==> src/sv/assert_macros.svh <==
// Assertion helpers shared by rbd_ctrl and ring_buffer_deque.
// Both expect clock aclk and active-low synchronous reset aresetn in scope.
`ifndef ASSERT_MACROS_SVH
`define ASSERT_MACROS_SVH

// cond must hold at every edge out of reset
`define ASSERT_ALWAYS(lbl, cond, msg) \
    lbl: assert property (@(posedge aclk) disable iff (!aresetn) (cond)) else $error(msg);

// ante at one edge implies cons at the next edge
`define ASSERT_NEXT(lbl, ante, cons, msg) \
    lbl: assert property (@(posedge aclk) disable iff (!aresetn) (ante) |=> (cons)) \
        else $error(msg);

`endif

==> src/sv/rbd_pkg.sv <==
`timescale 1ns / 1ps
package rbd_pkg;

    localparam int CAPACITY = 1024;
    localparam int ADDR_W   = $clog2(CAPACITY);
    localparam int CNT_W    = $clog2(CAPACITY + 1);
    localparam int SUM_W    = ADDR_W + 1;
    localparam int DATA_W   = 32;
    localparam int COUNT_W  = 11;   // width of the count field on the result port

    typedef enum logic [2:0] {
        CMD_PUSH_FRONT = 3'd0,
        CMD_PUSH_BACK  = 3'd1,
        CMD_POP_FRONT  = 3'd2,
        CMD_POP_BACK   = 3'd3,
        CMD_PEEK_FRONT = 3'd4,
        CMD_PEEK_BACK  = 3'd5
    } rbd_cmd_t;

    typedef enum logic [1:0] {
        ST_OK    = 2'd0,
        ST_FULL  = 2'd1,
        ST_EMPTY = 2'd2
    } rbd_status_t;

    typedef struct packed {
        logic              we;
        logic              re;
        logic [ADDR_W-1:0] addr;
        logic [DATA_W-1:0] wdata;
    } rbd_mem_req_t;

    typedef struct packed {
        logic               has_data;
        rbd_status_t        status;
        logic [COUNT_W-1:0] count;
        logic               is_empty;
        logic               is_full;
    } rbd_res_t;

endpackage

==> src/sv/rbd_ctrl.sv <==
`timescale 1ns / 1ps
`include "assert_macros.svh"
module rbd_ctrl
    import rbd_pkg::*;
(
    input  logic               aclk,
    input  logic               aresetn,
    input  logic               accept,
    input  logic [2:0]         cmd,
    input  logic [DATA_W-1:0]  value,
    output rbd_mem_req_t       mem_req,
    output rbd_res_t           res
);

    logic [ADDR_W-1:0] head_reg, head_next;
    logic [CNT_W-1:0]  cnt_reg, cnt_next;

    logic              empty, full;
    logic [ADDR_W-1:0] head_prev, head_succ, tail_slot, last_slot;
    logic [SUM_W-1:0]  sum;
    rbd_cmd_t          op;

    assign op    = rbd_cmd_t'(cmd);
    assign empty = (cnt_reg == '0);
    assign full  = (cnt_reg == CNT_W'(CAPACITY));

    assign head_prev = (head_reg == '0) ? ADDR_W'(CAPACITY - 1) : head_reg - 1'b1;
    assign head_succ = (head_reg == ADDR_W'(CAPACITY - 1)) ? '0 : head_reg + 1'b1;

    // first free slot past the back; sum stays below twice the capacity
    assign sum       = SUM_W'(head_reg) + SUM_W'(cnt_reg);
    assign tail_slot = (sum >= SUM_W'(CAPACITY)) ? ADDR_W'(sum - SUM_W'(CAPACITY))
                                                 : ADDR_W'(sum);
    assign last_slot = (tail_slot == '0) ? ADDR_W'(CAPACITY - 1) : tail_slot - 1'b1;

    always_comb begin
        head_next        = head_reg;
        cnt_next         = cnt_reg;
        mem_req.we       = 1'b0;
        mem_req.re       = 1'b0;
        mem_req.addr     = head_reg;
        mem_req.wdata    = value;
        res.has_data     = 1'b0;
        res.status       = ST_OK;
        case (op)
            CMD_PUSH_FRONT: begin
                if (full) begin
                    res.status = ST_FULL;
                end else begin
                    mem_req.we   = accept;
                    mem_req.addr = head_prev;
                    head_next    = head_prev;
                    cnt_next     = cnt_reg + 1'b1;
                end
            end
            CMD_PUSH_BACK: begin
                if (full) begin
                    res.status = ST_FULL;
                end else begin
                    mem_req.we   = accept;
                    mem_req.addr = tail_slot;
                    cnt_next     = cnt_reg + 1'b1;
                end
            end
            CMD_POP_FRONT, CMD_PEEK_FRONT: begin
                if (empty) begin
                    res.status = ST_EMPTY;
                end else begin
                    mem_req.re   = accept;
                    res.has_data = 1'b1;
                    if (op == CMD_POP_FRONT) begin
                        head_next = head_succ;
                        cnt_next  = cnt_reg - 1'b1;
                    end
                end
            end
            CMD_POP_BACK, CMD_PEEK_BACK: begin
                if (empty) begin
                    res.status = ST_EMPTY;
                end else begin
                    mem_req.re   = accept;
                    mem_req.addr = last_slot;
                    res.has_data = 1'b1;
                    if (op == CMD_POP_BACK) begin
                        cnt_next = cnt_reg - 1'b1;
                    end
                end
            end
            default: begin
            end
        endcase
        res.count    = COUNT_W'(cnt_next);
        res.is_empty = (cnt_next == '0);
        res.is_full  = (cnt_next == CNT_W'(CAPACITY));
    end

    always_ff @(posedge aclk) begin
        if (!aresetn) begin
            head_reg <= '0;
            cnt_reg  <= '0;
        end else if (accept) begin
            head_reg <= head_next;
            cnt_reg  <= cnt_next;
        end
    end

    `ASSERT_ALWAYS(a_cnt_range, cnt_reg <= CNT_W'(CAPACITY), "item count beyond capacity")
    `ASSERT_ALWAYS(a_head_range, head_reg <= ADDR_W'(CAPACITY - 1), "head slot out of range")
    `ASSERT_NEXT(a_push_grows, aresetn && accept && mem_req.we,
                 cnt_reg == $past(cnt_reg) + 1'b1, "push did not grow the count")

endmodule

==> config.mk <==
export PLATFORM = sky130hd
export DESIGN_NAME = rbd_ctrl
export DESIGN_NICKNAME = d
export VERILOG_FILES = /design/src/sv/rbd_pkg.sv /design/src/sv/rbd_ctrl.sv
export VERILOG_INCLUDE_DIRS = /design/src /design/src/sv
export SDC_FILE = /design/constraint.sdc
export NUM_CORES = 1
export LEC_CHECK = 0
export ABC_AREA = 1
export BUFFER_PORTS_ARGS = -buffer_cell sky130_fd_sc_hd__buf_2
export CAP_MARGIN = 20
export CORE_MARGIN = 4
export CORE_UTILIZATION = 50
export DETAILED_ROUTE_END_ITERATION = 10
export HOLD_SLACK_MARGIN = 0.06
export PLACE_DENSITY = 0.83
export SETUP_SLACK_MARGIN = 0.1
export SLEW_MARGIN = 20
export SYNTH_ARGS = -nofsm -noshare
export SYNTH_HDL_FRONTEND = slang
export SYNTH_SLANG_ARGS = --single-unit
==> constraint.sdc <==
create_clock -name aclk -period 8.5 [get_ports aclk]
set_input_delay 1.7 -clock aclk [delete_from_list [all_inputs] [get_ports aclk]]
set_output_delay 1.7 -clock aclk [all_outputs]
set_load 0.005 [all_outputs]
==> Word-level counts from Yosys, hierarchy flattened <==
Cells that the tools add are included.
{ "totals": {"wordCells": 57, "regBits": 21, "out_inout_bits": 60} }
{ "classes": {"n_mux": 26, "add_sub_neg": 7, "eq_ne": 10, "magnitude_cmp": 1, "reduce_logical": 11} }
{ "ops": {"columns": ["operator", "n"], "rows": [
  ["$mux 10", 8],
  ["$mux 11", 6],
  ["$pmux 11 s3", 1],
  ["$pmux 10 s3", 1],
  ["$sub 10x1->10 const B", 3],
  ["$eq 11x11->1 const B", 2],
  ["$logic_not 11->1", 2],
  ["$logic_not 10->1", 2],
  ["$pmux 10 s2", 1],
  ["$add 10x11->11", 1],
  ["$add 11x1->11 const B", 1],
  ["$ge 11x11->1 const B", 1],
  ["$sub 11x1->11 const B", 1],
  ["$add 10x1->10 const B", 1],
  ["$eq 10x10->1 const B", 1],
  ["$eq 3x2->1 const B", 2],
  ["$eq 3x3->1 const B", 2],
  ["$mux 1", 6],
  ["$reduce_or 2->1", 3],
  ["$ne 2x2->1 const B", 2],
  ["$pmux 2 s2", 1],
  ["$reduce_and 4->1", 1],
  ["$reduce_or 4->1", 1],
  ["$eq 3x1->1 const B", 1],
  ["4 further kinds", 4]
]} }

==> Logic depth before layout (Yosys ltp) <==
Gate-level depths: netlist of the first run.
{ "depth": {"ltp_word": 7, "mapped_depth": 16, "depth_no_buf": 16} }

==> Worst setup path before layout of the first run <==
OpenSTA, ideal clock, no wires.
{ "synth_path": {"kind": "input -> output", "startpoint": "input cmd[1]", "endpoint": "output res[0] in the netlist's numbering", "required_time_ns": 6.800, "t_arrival_ns": 2.889, "n_path_buf": 1, "path_slack_ns": 3.911, "stages": 11, "cell_sequence": "buf_4 inv_2 nor2_4 nor2_8 a21oi_4 nand2_1 o21ai_1 nor2_1 inv_2 nand2_1 nor3_2"} }
{ "synth_rtl": {"columns": ["element", "line_no", "text"], "rows": [
  ["start, declared", "rbd_ctrl.sv:9", "input logic [2:0] cmd,"],
  ["end, declared", "rbd_ctrl.sv:12", "output rbd_res_t res"]
]} }

==> results of run 1 <==
## power by group through the flow
stage               registers, mW  clock network [mW]  logic (mW)
floorplan                   0.114                   0       0.184
global placement            0.125                   0       0.215
detailed placement          0.125                   0       0.219
CTS                         0.122              0.0707       0.220
global route                0.124              0.0734       0.250
finish                      0.123              0.0713       0.223
## routing by layer
layer  GRT usage (%)  part of all wire [%]
met3            4.22                    12
met1            32.1                    41
met2            39.0                    45
met4            9.52                   2.5
met5               0                     0
## synth_stat cells, types with 3 or more instances
cell	instances	area share [%]
nand3_1	76	11
buf_2	7	0.97
buf_4	33	6.9
nand3_2	4	1.1
dfxtp_1	21	12
buf_6	4	1.3
nor3_2	3	0.83
nor3_1	7	0.97
nand3b_1	8	1.7
o2111ai_1	3	0.73
clkbuf_1	9	0.94
o21ai_0	33	4.6
ha_1	14	4.9
inv_1	85	8.9
xor2_1	7	1.7
nor2_2	7	1.2
nand4_1	12	2.1
nand2_1	150	16
nand2_2	4	0.69
o21ai_1	10	1.4
o211ai_1	15	3.1
inv_2	10	1.0
a21oi_1	35	4.9
nor2_8	3	1.7
nor2_1	52	5.4
## cell families (layout without fill, tap and decap cells)
| logic type | count (synthesis) | in the layout | synth area share, % |
|---|---|---|---|
| AND/OR/NAND/NOR | 336 | 336 | 44.6 |
| XOR/XNOR | 7 | 7 | 1.70 |
| adder cells (fa/ha/maj) | 15 | 15 | 5.42 |
| flip-flops | 21 | 21 | 11.7 |
| buffers and inverters | 150 | 134 | 20.2 |
| AO/OA/AOI/OAI | 103 | 103 | 16.4 |
## worst max-delay path: stages
cell and delay, ns:
buf_2 0.15, nor2_1 0.59, inv_1 0.24, nor2_2 0.40
o21ai_0 0.14, o21bai_1 0.17, o2111ai_1 0.11, buf_2 0.15
## area by class of cell
cell class / count / area (um2)
Tap cell: 96 / 120
Timing Repair Buffer: 33 / 165
Inverter: 97 / 365
Sequential cell: 21 / 420
Clock buffer: 4 / 45.0
Multi-Input combinational cell: 461 / 2450
Fill cell: 737 / 3340
## worst min path at each step
| stage | cells past startpoint | endpoint | slack, ns | startpoint |
|---|---|---|---|---|
| after CTS | 2 | cnt_reg[10] | 0.63 | cnt_reg[10] |
| final | 2 | cnt_reg[10] | 0.62 | cnt_reg[10] |
| after detailed placement | 2 | cnt_reg[10] | 0.61 | cnt_reg[10] |
| after floorplan | 2 | cnt_reg[10] | 0.56 | cnt_reg[10] |
| after global placement | 2 | cnt_reg[10] | 0.60 | cnt_reg[10] |
| after global routing | 2 | cnt_reg[10] | 0.66 | cnt_reg[10] |
## stage by stage
step	setup slack [ns]	power, mW	std cells	area (um2)
2_1_floorplan	3.91	0.298	632	3600
3_3_place_gp	3.23	0.340	708	3520
3_5_place_dp	3.18	0.343	708	3520
4_1_cts	3.17	0.413	712	3570
5_1_grt	2.93	0.448	712	3570
6_report	3.14	0.417	712	3570
## layout by cell type (no fill, tap or decap), types with 4 or more instances in the layout
cell and instances:
buf_2 33, o211ai_1 15, inv_1 85, nand2_2 4
nand2_1 150, ha_1 14, nor2_1 52, nand4_1 12
o21ai_0 33, dfxtp_1 21, nand3b_1 8, nor2_2 7
nand3_1 76, xor2_1 7, a21oi_1 35, nand3_2 4
nor3_1 7, o21ai_1 10, inv_2 10
==> impl_metrics.csv, run 1 <==
group,metric,value,unit
timing,setup_tns,0,ns
timing,fin_crit_sh,63.0,%
route,firstDrtPassIters,5,
power,p_sw,0.200,mW
route,ant_nets,0,
power,pwr_density_cell,117,nW/um2
route,vias,4114,
setup_path,startpoint_type,"input port",
timing,tightest_slew,0.752,ns
global_route,grt_max_degree,29,
layout,drive_above_1_share,12.5,%
floorplanning,die_h,92.9,um
global_route,grtUsageTotal,24.3,%
yosys,synth_area_per_cell,5.70,um2
cts,htree_levels,1,
place,dp_hpwl,8.23,mm
global_route,antenna_found_initial,0,
power,leakagePower,1.94,nW
yosys,ys_seq_elements,21,
status,status,"completed",
cts,clockBufferDepth,2,
cts,clk_latency,0.27,ns
timing,finalClockSkew,0.00657,ns
yosys,yosys_warnings,0,
route,first_iter_violations,411,
floorplanning,die_area,8620,um2
global_route,grt_pass1_vias,3719,
timing,slew_headroom,49.7,%
yosys,synth_async_sr_flop_share,0,%
cts,cts_resized,0,
setup_path,setup.worst_path.start,"cmd[1]",
place,gp_routability_congestion,0.980,
setup_path,required,6.80,ns
cts,cts_sinks,21,
timing,timing.hold.ws,0.624,ns
setup_path,crit_path_end,"mem_req[36]",
yosys,synthFlopType,"dfxtp_1",
timing,finalCriticalPeriod,5.36,ns
layout,antennaDiodeCount,0,
route,wirelength,10.5,mm
layout,fin_util,51.7,%
cts,post-cts-setup-buffers,0,
timing,rsz0062_at_grt,"false",
route,wl_per_cell,14.8,um
power,pwr-share-comb,53.4,%
yosys,synth_cell_types,40,
place,port_buffers,33,
global_route,overflow,0,
yosys,seq_area_frac_synth,11.7,%
yosys,syn_nets,685,
yosys,synth_edf_count,0,
setup_path,reg2reg_from,"cnt_reg[0]",
setup_path,path_class,"input port to primary output",
timing,setup_viol,0,
layout,largest_reg_flops,11,
setup_path,timing.rr.end,"head_reg[3]",
global_route,grt_pass1_wl,17.3,mm
min_path,hp-class,"flop to flop",
timing,hold_violations,0,
route,avgViaCountPerCell,5.78,
layout,fin_nets,670,
setup_path,crit_path_end_kind,"primary output",
power,power_frac_clock,17.1,%
setup_path,cp.arrival,3.66,ns
cts,cts_buffers,3,
yosys,syn_area,3600,um2
cts,cts_tree,"built",
power,swShare,48.0,%
route,route.detailed.drc,0,
setup_path,ff2ff_path_depth,11,
power,irDropWorstVdd,0.0000850,V
floorplanning,core_area,6910,um2
yosys,synthCells,632,
floorplanning,io_pins,98,
setup_path,path_max_fanout,12,
flow_run,drv_cap,0,
floorplanning,initial_core_util,52.1,%
timing,max_freq,0.187,GHz
power,intPower,0.217,mW
cts,clkTransAtPathRegs,0.09,ns
layout,areaGrowthSynthToFinish,-0.869,%
floorplanning,placementRows,30,
floorplanning,die_width,92.9,um
setup_path,reg2reg_slack,5.94,ns
timing,finalMaxSlewViolations,0,
cts,cts-root-buf,"clkbuf_8",
power,seqPwrFrac,29.5,%
cts,postCtsHoldBufs,0,
Power figures use the tool's default switching activity.
==> run 2: changes to the inputs <==
Settings changed: ABC_AREA 1 to 0, CORE_UTILIZATION 50 to 49, PLACE_DENSITY 0.83 to 0.85.
Clock period 8.5 ns to 4.3 ns, I/O delays scaled along.
==> run 2 against run 1 <==
Critical path depth rose by 1. Combinational power grew to 3.1 times the previous value. Worst hold slack better by 0.053 ns. Highest routed layer unchanged. Final area decreased by 0.42%. Critical path type is now flop to primary output. Largest power group unchanged.
==> impl_metrics.csv, run 2 <==
group,metric,value,unit
cts,htree_levels,1,
place,pre_cts_ws,0.383,ns
timing,setup_tns,0,ns
power,totalPowerFinal,1.08,mW
timing,fin_crit_sh,95.5,%
layout,layout_common_cells,"49 x nor2_1, 42 x nand2_1, 37 x o21ai_0",
route,firstDrtPassIters,6,
floorplanning,die_h,92.0,um
route,ant_nets,0,
global_route,overflow,0,
setup_path,crit_path_max_incr_delay,0.66,ns
yosys,synth_cell_types,74,
setup_path,reg2reg_from,"head_reg[0]",
setup_path,startpoint_type,"flop",
route,vias,3963,
layout,drive_above_1_share,17.1,%
cts,cts_buffers,3,
min_path,hp-class,"flop to flop",
min_path,holdPathStages,2,
yosys,synth_edf_count,0,
yosys,yosys-top-cells-count,"49 x nor2_1, 42 x nand2_1, 40 x buf_4",
setup_path,path_class,"flop to primary output",
setup_path,cp_num_cells,9,
global_route,antenna_found_initial,0,
yosys,netlist_top_cells_area,"dfxtp_1 12%, buf_4 8.7%, o21ai_0 5.4%",
cts,clk_latency,0.27,ns
yosys,synth_top_cell_by_area,"dfxtp_1",
timing,max_freq,0.244,GHz
timing,slew_headroom,53.7,%
route,wirelength,10.8,mm
yosys,synthFlopType,"dfxtp_1",
power,pwr_density_cell,302,nW/um2
setup_path,cp.arrival,3.25,ns
layout,largest_reg_flops,11,
global_route,grt_pass1_wl,17.4,mm
yosys,yosys_warnings,0,
place,dp_hpwl,7.97,mm
yosys,synthCells,504,
layout,nFillCells,664,
layout,final_common_cell,"nor2_1",
cts,cts_tree,"built",
timing,setup_slack,0.194,ns
timing,hold_violations,0,
floorplanning,die_width,92.0,um
yosys,syn_nets,557,
cts,clkTransAtPathRegs,0.08,ns
setup_path,cp_cell_sequence,"ha_1 > o21ai_0 > a21oi_2 > o21a_1 > xor2_2 > or4_1 > nand2_1 > a2bb2oi_1 > buf_2",
cts,cts-root-buf,"clkbuf_8",
setup_path,cp_slowest_cell,"dfxtp_1",
setup_path,ff2ff_path_depth,9,
cts,clockBufferDepth,2,
yosys,syn_area,3460,um2
power,leakagePower,1.44,nW
setup_path,required,3.44,ns
layout,fin_nets,540,
cts,postCtsHoldBufs,0,
setup_path,crit_path_end_kind,"primary output",
cts,post-cts-setup-buffers,0,
floorplanning,placementRows,30,
global_route,grtUsageTotal,24.4,%
place,port_buffers,33,
cts,cts_sinks,21,
route,avgViaCountPerCell,6.81,
floorplanning,initial_core_util,50.7,%
timing,rsz0062_at_grt,"false",
layout,areaGrowthSynthToFinish,2.71,%
status,status,"completed",
flow_run,drv_cap,0,
route,first_iter_violations,810,
setup_path,crit_family,"compound AO/OA/AOI/OAI gates",
yosys,ys_seq_elements,21,
yosys,synth_top_cell_area_share,12.1,%
timing,finalMaxSlewViolations,0,
yosys,seq_area_frac_synth,12.1,%
route,wl_per_cell,18.5,um
timing,setup_viol,0,
floorplanning,io_pins,98,
place,gp_routability_congestion,0.994,
power,irDropWorstVdd,0.000115,V
floorplanning,die_area,8470,um2
setup_path,path_max_fanout,11,
timing,finalCriticalPeriod,4.11,ns
route,route.detailed.drc,0,
global_route,grt_pass1_vias,3479,
min_path,min_from,"cnt_reg[5]",
yosys,synth_async_sr_flop_share,0,%
floorplanning,core_area,6830,um2
setup_path,timing.critical_path.buf_inv,1,
global_route,grt_max_degree,27,
setup_path,setup.worst_path.start,"cnt_reg[3]",
timing,tightest_slew,0.689,ns
yosys,synth_area_per_cell,6.87,um2
timing,finalClockSkew,0.00405,ns
layout,antennaDiodeCount,0,
yosys,synth.most_common_cell,"nor2_1",
==> run 2: cell families (layout without fill, tap and decap cells) <==
logic type               count (synthesis)  after routing  synth area share (%)
multiplexers                             4              4                  1.16
buffers and inverters                   86             68                  14.0
AND/OR/NAND/NOR                        203            203                  31.3
XOR/XNOR                                30             30                  7.59
flip-flops                              21             21                  12.1
adder cells (fa/ha/maj)                 15             15                  5.64
AO/OA/AOI/OAI                          145            145                  28.2
==> run 2: worst min-delay path: stages, from the launching register on <==
cell     delay [ns]
dfxtp_1        0.37
xor2_1         0.16
and2_1         0.12
==> run 2: final cells by class <==
| cell class | count | area, um2 | share of cell area [%] |
|---|---|---|---|
| multi-input cells | 397 | 2620 | 73.7 |
| flip-flops and latches | 21 | 423 | 11.9 |
| repair buffers | 50 | 293 | 8.24 |
| well taps | 96 | 120 | 3.38 |
| inverters | 14 | 52.6 | 1.48 |
| clock buffers | 4 | 45.0 | 1.27 |
==> run 2: what timing repair did <==
item,4_1_cts,5_1_grt
gates resized for setup,1,11
pin swaps,0,0
cloned,0,0
endpoints found under the setup margin,3,8
==> run 2: worst paths after layout <==
kind,to,slack [ns]
setup / recovery,mem_req[40],0.19
hold / removal,cnt_reg[5],0.68
setup reg to reg,head_reg[7],1.63
hold reg to reg,cnt_reg[5],0.68
==> run 2: layer usage <==
layer  global-route usage (%)  vias to the layer above  share of wire (%)
li1                         -                     1779                  -
met3                     5.41                       67                 13
met4                     9.78                        0                4.2
met5                        0                        -                  0
met2                     37.1                      313                 43
met1                     33.3                     1804                 40
==> run 2: through the flow <==
stage	hold slack (ns)	cell area (um2)	utilization [%]	instances
floorplan	0.582	3460	-	504
global placement	0.635	3440	50.4	578
detailed placement	0.641	3440	50.4	578
CTS	0.669	3490	51.2	582
global route	0.713	3550	52.0	582
finish	0.677	3550	52.0	582
==> run 2: where the power goes <==
| part | total (mW) | switching [mW] | internal (mW) |
|---|---|---|---|
| Sequential | 0.246 | 0.0364 | 0.209 |
| Combinational | 0.692 | 0.409 | 0.283 |
| Clock | 0.137 | 0.0707 | 0.0663 |
